==> src/hdl/obst_pkg.sv <==
// shared types and constants of the optimal bst builder
// no dependencies
package obst_pkg;

  localparam int KEY_W      = 16;
  localparam int WT_W       = 16;
  localparam int OUT_IDX_W  = 6;
  localparam int COST_W     = 32;
  localparam int FIFO_DEPTH = 4;

  typedef struct packed {
    logic [KEY_W-1:0] key_value;
    logic [WT_W-1:0]  weight;
    logic             last_key;
  } in_item_t;

  typedef struct packed {
    logic [KEY_W-1:0]     node_key;
    logic [OUT_IDX_W-1:0] node_index;
    logic [OUT_IDX_W-1:0] node_level;
    logic [COST_W-1:0]    total_cost;
    logic                 last_node;
  } out_item_t;

  // head of the request queue as seen by the back end
  typedef struct packed {
    logic     valid;
    in_item_t item;
  } queue_head_t;

  typedef enum logic [3:0] {
    ST_LOAD,
    ST_WRD,
    ST_WSUB,
    ST_CRD,
    ST_CSUM,
    ST_CCMP,
    ST_CWR,
    ST_TOT,
    ST_TOTD,
    ST_TRD,
    ST_TKEY,
    ST_TEMIT,
    ST_TPOP,
    ST_TPOPD
  } back_state_t;

endpackage

==> src/hdl/obst_front.sv <==
// front end: request acceptance and a short request queue
// depends on obst_pkg
module obst_front (
  input  logic                 clk,
  input  logic                 rst_n,
  input  logic                 start,
  output logic                 busy,
  input  obst_pkg::in_item_t   in_data,
  input  logic                 q_pop,
  output obst_pkg::queue_head_t q_head
);

  localparam int PTR_W = $clog2(obst_pkg::FIFO_DEPTH);
  localparam int CNT_W = $clog2(obst_pkg::FIFO_DEPTH + 1);

  obst_pkg::in_item_t fifo_r [obst_pkg::FIFO_DEPTH];
  logic [PTR_W-1:0] wr_ptr_r, wr_ptr_nxt;
  logic [PTR_W-1:0] rd_ptr_r, rd_ptr_nxt;
  logic [CNT_W-1:0] cnt_r, cnt_nxt;
  logic             push;
  logic             pop;

  assign busy   = (cnt_r == CNT_W'(obst_pkg::FIFO_DEPTH));
  assign push   = start && !busy;
  assign pop    = q_pop && (cnt_r != '0);
  assign q_head = '{valid: (cnt_r != '0), item: fifo_r[rd_ptr_r]};

  always_comb begin
    wr_ptr_nxt = push ? wr_ptr_r + 1'b1 : wr_ptr_r;
    rd_ptr_nxt = pop ? rd_ptr_r + 1'b1 : rd_ptr_r;
    cnt_nxt    = cnt_r + CNT_W'(push) - CNT_W'(pop);
  end

  always_ff @(posedge clk) begin
    if (!rst_n) begin
      wr_ptr_r <= '0;
      rd_ptr_r <= '0;
      cnt_r    <= '0;
    end else begin
      wr_ptr_r <= wr_ptr_nxt;
      rd_ptr_r <= rd_ptr_nxt;
      cnt_r    <= cnt_nxt;
    end
  end

  always_ff @(posedge clk) begin
    if (push) begin
      fifo_r[wr_ptr_r] <= in_data;
    end
  end

endmodule

==> config.mk <==
export PLATFORM = sky130hd
export DESIGN_NAME = obst_front
export DESIGN_NICKNAME = d
export VERILOG_FILES = /design/src/hdl/obst_pkg.sv /design/src/hdl/obst_front.sv
export SDC_FILE = /design/constraint.sdc
export NUM_CORES = 1
export LEC_CHECK = 0
export ABC_CLOCK_PERIOD_IN_PS = 2400
export BUFFER_PORTS_ARGS = -buffer_cell sky130_fd_sc_hd__buf_2
export CAP_MARGIN = 20
export CELL_PAD_IN_SITES_DETAIL_PLACEMENT = 1
export CELL_PAD_IN_SITES_GLOBAL_PLACEMENT = 1
export CORE_MARGIN = 2
export CORE_UTILIZATION = 45
export DETAILED_ROUTE_END_ITERATION = 8
export GPL_ROUTABILITY_DRIVEN = 0
export GPL_TIMING_DRIVEN = 0
export PLACE_DENSITY_LB_ADDON = 0.25
export SYNTH_ARGS = -nofsm -noshare
export SYNTH_HDL_FRONTEND = slang
export SYNTH_SLANG_ARGS = --single-unit
export TNS_END_PERCENT = 100
==> constraint.sdc <==
create_clock -name clk -period 2.4 [get_ports clk]
set_input_delay 0.12 -clock clk [delete_from_list [all_inputs] [get_ports clk]]
set_output_delay 0.12 -clock clk [all_outputs]
set_load 0.01 [all_outputs]
==> results.json, run 1 <==
{
  "outcome": "completed",
  "crit_top_cell": "inv_1",
  "yosys_warnings": 0,
  "rr_endpoint": "cnt_r[2]$_SDFF_PN0_",
  "die_height_um": 113,
  "p_leak_nw": 2.40,
  "period_share": 0.926,
  "routed_wirelength_um": 9440,
  "num_vias": 2555,
  "crit_required_ps": 2700,
  "slew_headroom": 0.697,
  "yosys-top-cells-area": "edfxtp_1, mux4_2, dfxtp_1",
  "cts.path.max_buffers": 2,
  "grt_max_degree": 30,
  "cp_slowest_cell": "dfxtp_2",
  "cts_tree": "done",
  "min_from": "rst_n",
  "finalNetCount": 391,
  "first_iter_violations": 94,
  "synth-edff-count": 132,
  "grt_setup_unrepaired": "no",
  "start_kind": "register",
  "track_usage": 0.166,
  "syn_inst": 221,
  "tns_ps": 0,
  "fmaxAchievable_ghz": 0.450,
  "port_buffers": 70,
  "reg2reg_slack_ps": 180,
  "cp-end-kind": "register",
  "async_reset_ff_frac": 0,
  "synth.distinct_cells": 20,
  "antenna_found_initial": 0,
  "slowest_delay_ps": 350,
  "die_x_um": 113,
  "worst_slew_pin_slew_ps": 455,
  "rr_startpoint": "cnt_r[2]$_SDFF_PN0_",
  "fill_cells": 993,
  "critPathTopFamily": "adder cells",
  "clock-sinks": 141,
  "fp.coreArea_um2": 11500,
  "overflow": 0,
  "synth_ff_type": "edfxtp_1",
  "initial_core_util": 0.462,
  "ant_nets": 0,
  "ir_drop_uv": 555,
  "hold_viol": 0,
  "grt_pass1_wl_um": 15200,
  "synthToLayoutAreaGrowth_pct": 29.3,
  "synth_top_area_cell": "edfxtp_1",
  "layout-drive-gt1-share": 0.421,
  "root_buffer": "clkbuf_16",
  "grt_pass1_vias": 2840,
  "avgSynthCellArea_um2": 24.0,
  "max-cap-violations": 0,
  "diodes": 0,
  "worstSkewPairLatency_ps": 400,
  "critPathKind": "register to register",
  "first_pass_iters": 4,
  "ys_seq_area_frac": 0.782,
  "cts-buffers-inserted": 17,
  "cp_num_buf_inv": 4,
  "arrival_ps": 2520,
  "ioPinCount": 72,
  "fin_crit_ps": 2220,
  "drcViolationCount": 0,
  "cp_max_fo": 7,
  "fp-row-count": 39,
  "dieArea_um2": 12700,
  "clock_skew_ps": 6.97,
  "path_cells": "nor3b_2 > nor2b_1 > buf_6 > inv_1 > ha_1 > inv_1 > ha_1 > inv_1 > fa_2 > xnor2_2 > xnor2_1 > and2_1",
  "setup_viol": 0,
  "synth_top_area_share": 0.748,
  "htree_levels": 4,
  "hp-class": "primary input to register",
  "clk_pin_slew_ps": 60,
  "netlist_area_um2": 5300,
  "synth_seq_cells": 141,
  "hpwl_um": 5920,
  "post_drt_wl_per_cell_um": 18.8,
  "holdPathEnd": "wr_ptr_r[1]$_SDFFE_PN0P_",
  "cellPowerDensity_nw_per_um2": 1060,
  "slew_violations": 0,
  "min_path_cells": 3,
  "power.total_w": 0.00727,
  "hold_slack_ps": 126,
  "r2r_cells": 12,
  "synth_fp_nets": 265,
  "vias_per_cell": 5.09
}
## per-layer routing
metal | GRT usage | share of wire
met1 | 0.198 | 0.42
met5 | 0 | 0
met2 | 0.284 | 0.53
met3 | 0.0524 | 0.041
met4 | 0.0610 | 0.014
## state kept, by name, summed over array words and instances, names as in the netlist, named ones only
name      flops
wr_ptr_r      2
cnt_r         3
rd_ptr_r      2
fifo_r      132
## what timing repair did
| action | CTS | global route |
|---|---|---|
| resized for setup | 0 | 4 |
| setup buffers | 0 | 0 |
| hold endpoints to repair | 132 | 0 |
| endpoints found under the setup margin | 0 | 1 |
| hold buffers | 33 | 0 |
## cell usage in the layout, fill, tap and decap left out, drive strengths merged
cell type,count
xnor2,4
edfxtp,132
mux2i,2
or3,1
o311ai,1
fa,1
nor2b,4
clkbuf,20
buf,82
clkinv,7
nand2,4
mux4,33
o31a,1
dlygate4sd3,33
bufinv,3
inv,5
and2,7
dfxtp,9
ha,6
nor3b,1
clkinvlp,3
## worst max path at each step
stage / to / slack [ps] / depth (start not counted) / from
6_report: cnt_r[2]$_SDFF_PN0_ / 180 / 12 / cnt_r[2]$_SDFF_PN0_
5_1_grt: cnt_r[2]$_SDFF_PN0_ / 20 / 12 / cnt_r[2]$_SDFF_PN0_
4_1_cts: cnt_r[2]$_SDFF_PN0_ / 7 / 12 / cnt_r[1]$_SDFF_PN0_
3_5_place_dp: cnt_r[2]$_SDFF_PN0_ / 30 / 12 / cnt_r[1]$_SDFF_PN0_
3_3_place_gp: fifo_r[0][17]$_DFFE_PP_ / -290 / 4 / cnt_r[1]$_SDFF_PN0_
2_1_floorplan: cnt_r[2]$_SDFF_PN0_ / 170 / 12 / cnt_r[2]$_SDFF_PN0_
## worst register-to-register path, delay by kind of cell, from the launching register on
kind	cells	cell delay (ps)
xor gates and xnor gates	2	260
adders and majority gates	3	770
buffers and inverters	4	300
DFF	1	350
and+or+nand+nor	3	450
## report_power, final
part	switching, W	leakage (nW)	internal [W]
Combinational	0.000767	0.835	0.000872
Clock	0.000920	0.279	0.00161
Sequential	0.000105	1.28	0.00299
## cell usage after synthesis (3+ instances only)
library cell,number
mux4_2,30
inv_1,5
nor2b_1,4
buf_2,3
edfxtp_1,132
dfxtp_1,9
mux4_1,3
and2_1,7
ha_1,6
buf_12,3
xnor2_1,4
nand2_1,4
## layout make-up
type	instances	area, um2	share of cell area
multi-input combinational	65	1050	0.153
clock inverter	13	150	0.0219
tap	143	179	0.0261
inverter	5	18.8	0.00274
sequential	141	4150	0.605
timing repair buffer	107	776	0.113
buffer	10	105	0.0153
clock buffer	18	429	0.0626
## per-stage QoR
stage / util / instance area (um2) / instances / setup WS [ps]
floorplan: - / 5300 / 221 / 174
global placement: 0.508 / 5830 / 434 / -295
detailed placement: 0.517 / 5930 / 438 / 30.5
CTS: 0.596 / 6840 / 502 / 6.93
global route: 0.597 / 6850 / 502 / 19.3
finish: 0.597 / 6850 / 502 / 176
## kinds of logic (layout without fill, tap and decap cells)
logic type | count (synthesis) | count (layout) | share of synthesized area
xor+xnor | 4 | 4 | 0.00661
flops | 141 | 141 | 0.782
simple gates | 17 | 17 | 0.0194
fa+ha+maj | 7 | 7 | 0.0179
buf+inv | 15 | 153 | 0.0234
mux | 35 | 35 | 0.146
compound gates | 2 | 2 | 0.00472
Power figures use the tool's default switching activity.
==> inputs of run 2 (changes only) <==
- ABC_CLOCK_PERIOD_IN_PS: 2400 -> 1900
- clock period: 2.4 -> 1.9 ns (I/O delays scaled with it)
==> results.json, run 2 (synthesized netlist as in run 1, its figures left out) <==
{
  "outcome": "finished with violations",
  "violations": "setup timing",
  "grt_setup_unrepaired": "yes",
  "rr_startpoint": "cnt_r[2]$_SDFF_PN0_",
  "track_usage": 0.173,
  "crit_required_ps": 2200,
  "grt_max_degree": 34,
  "port_buffers": 70,
  "final_cell_mix": "edfxtp_1, buf_2, dlygate4sd3_1",
  "cp-end-kind": "register",
  "dieArea_um2": 12700,
  "first_pass_iters": 4,
  "post_drt_wl_per_cell_um": 20.5,
  "hpwl_um": 5820,
  "p_leak_nw": 2.42,
  "overflow": 0,
  "fin_crit_ps": 2060,
  "ioPinCount": 72,
  "cts-buffers-inserted": 17,
  "fp-row-count": 39,
  "fp.coreArea_um2": 11500,
  "first_iter_violations": 149,
  "power.total_w": 0.00969,
  "die_x_um": 113,
  "max-cap-violations": 0,
  "layout_commonest_cell": "edfxtp_1",
  "cp_max_fo": 2,
  "fill_cells": 987,
  "cts_tree": "done",
  "largest_reg_flops": 132,
  "critPathKind": "register to register",
  "clock_skew_ps": 4.35,
  "ir_drop_uv": 630,
  "vias_per_cell": 5.03,
  "timing.critical_path.to": "cnt_r[2]$_SDFF_PN0_",
  "fin_util": 0.606,
  "antenna_found_initial": 0,
  "fmaxAchievable_ghz": 0.485,
  "largest_register": "fifo_r",
  "ant_nets": 0,
  "arrival_ps": 2360,
  "clk_pin_slew_ps": 60,
  "hold_viol": 0,
  "clock-sinks": 141,
  "root_buffer": "clkbuf_16",
  "period_share": 1.08,
  "slew_violations": 0,
  "setup_viol": 1,
  "cts.path.max_buffers": 2,
  "setup_ws_ps": -160,
  "layout-drive-gt1-share": 0.453,
  "num_vias": 2539,
  "worstSkewPairLatency_ps": 410,
  "reg2reg_slack_ps": -160,
  "grt_pass1_wl_um": 15900,
  "start_kind": "register",
  "synthToLayoutAreaGrowth_pct": 31.1,
  "htree_levels": 4,
  "drcViolationCount": 0,
  "routed_wirelength_um": 10400,
  "worst_slew_pin_slew_ps": 537,
  "hp-class": "primary input to register",
  "finalNetCount": 393,
  "slew_headroom": 0.642,
  "rr_endpoint": "cnt_r[2]$_SDFF_PN0_",
  "largestRegisters": "fifo_r: 132 flops, cnt_r: 3 flops",
  "cellPowerDensity_nw_per_um2": 1390,
  "diodes": 0,
  "tns_ps": -160,
  "initial_core_util": 0.462,
  "crit_start": "cnt_r[2]$_SDFF_PN0_",
  "r2r_cells": 10,
  "hold_slack_ps": 117,
  "die_height_um": 113,
  "grt_pass1_vias": 2843
}
==> run 2: critical path, cell delays in order (launching register included) <==
cell,delay (ps)
dfxtp_4,340
buf_6,110
o31a_1,290
ha_4,250
inv_2,60
ha_4,110
inv_2,40
fa_2,350
xnor2_2,150
xnor2_1,110
and2_1,150
==> run 2: worst min-delay path by stage <==
stage | start | endpoint | slack (ps) | depth (start not counted)
after floorplan | in_data[0] | fifo_r[0][0]$_DFFE_PP_ | 190 | 0
after global placement | in_data[29] | fifo_r[1][29]$_DFFE_PP_ | 310 | 1
after detailed placement | in_data[32] | fifo_r[2][32]$_DFFE_PP_ | 310 | 1
after CTS | rst_n | cnt_r[1]$_SDFF_PN0_ | 120 | 2
after global routing | rst_n | cnt_r[1]$_SDFF_PN0_ | 130 | 2
final | rst_n | cnt_r[1]$_SDFF_PN0_ | 120 | 2
==> run 2: power by group <==
part	switching (W)	leakage, nW	total [W]	internal (W)
sequential	0.000144	1.29	0.00394	0.00380
combinational	0.00106	0.844	0.00229	0.00123
clock	0.00126	0.293	0.00346	0.00220
total	0.00247	2.42	0.00969	0.00722
==> run 2: timing repair <==
| item | 4_1_cts | 5_1_grt |
|---|---|---|
| setup endpoints to repair | 164 | 19 |
| hold endpoints to repair | 132 | 0 |
| hold buffers | 33 | 0 |
| setup buffers | 4 | 2 |
| cloned | 0 | 2 |
| gates resized for setup | 16 | 7 |
| pin swaps | 3 | 3 |
==> run 2: cell type report <==
type / count / area, um2 / area share
Clock inverter: 14 / 191 / 0.0275
Clock buffer: 18 / 429 / 0.0618
Tap cell: 143 / 179 / 0.0257
Multi-Input combinational cell: 65 / 1090 / 0.156
Sequential cell: 141 / 4160 / 0.598
Timing Repair Buffer: 111 / 779 / 0.112
Inverter: 5 / 21.3 / 0.00306
Buffer: 8 / 106 / 0.0153
==> run 2: metal layers <==
layer | vias to the layer above | routed length (um) | GRT usage
met5 | - | 0 | 0
met4 | 0 | 139 | 0.0537
met3 | 13 | 462 | 0.0621
met2 | 65 | 5330 | 0.276
met1 | 1288 | 4430 | 0.225
li1 | 1173 | - | -
==> run 2: metrics by stage <==
step	instance area, um2	setup slack (ps)	std cells
2_1_floorplan	5320	-200	221
3_3_place_gp	5850	-314	434
3_5_place_dp	5850	-297	434
4_1_cts	6880	-187	502
5_1_grt	6950	-223	505
6_report	6950	-160	505
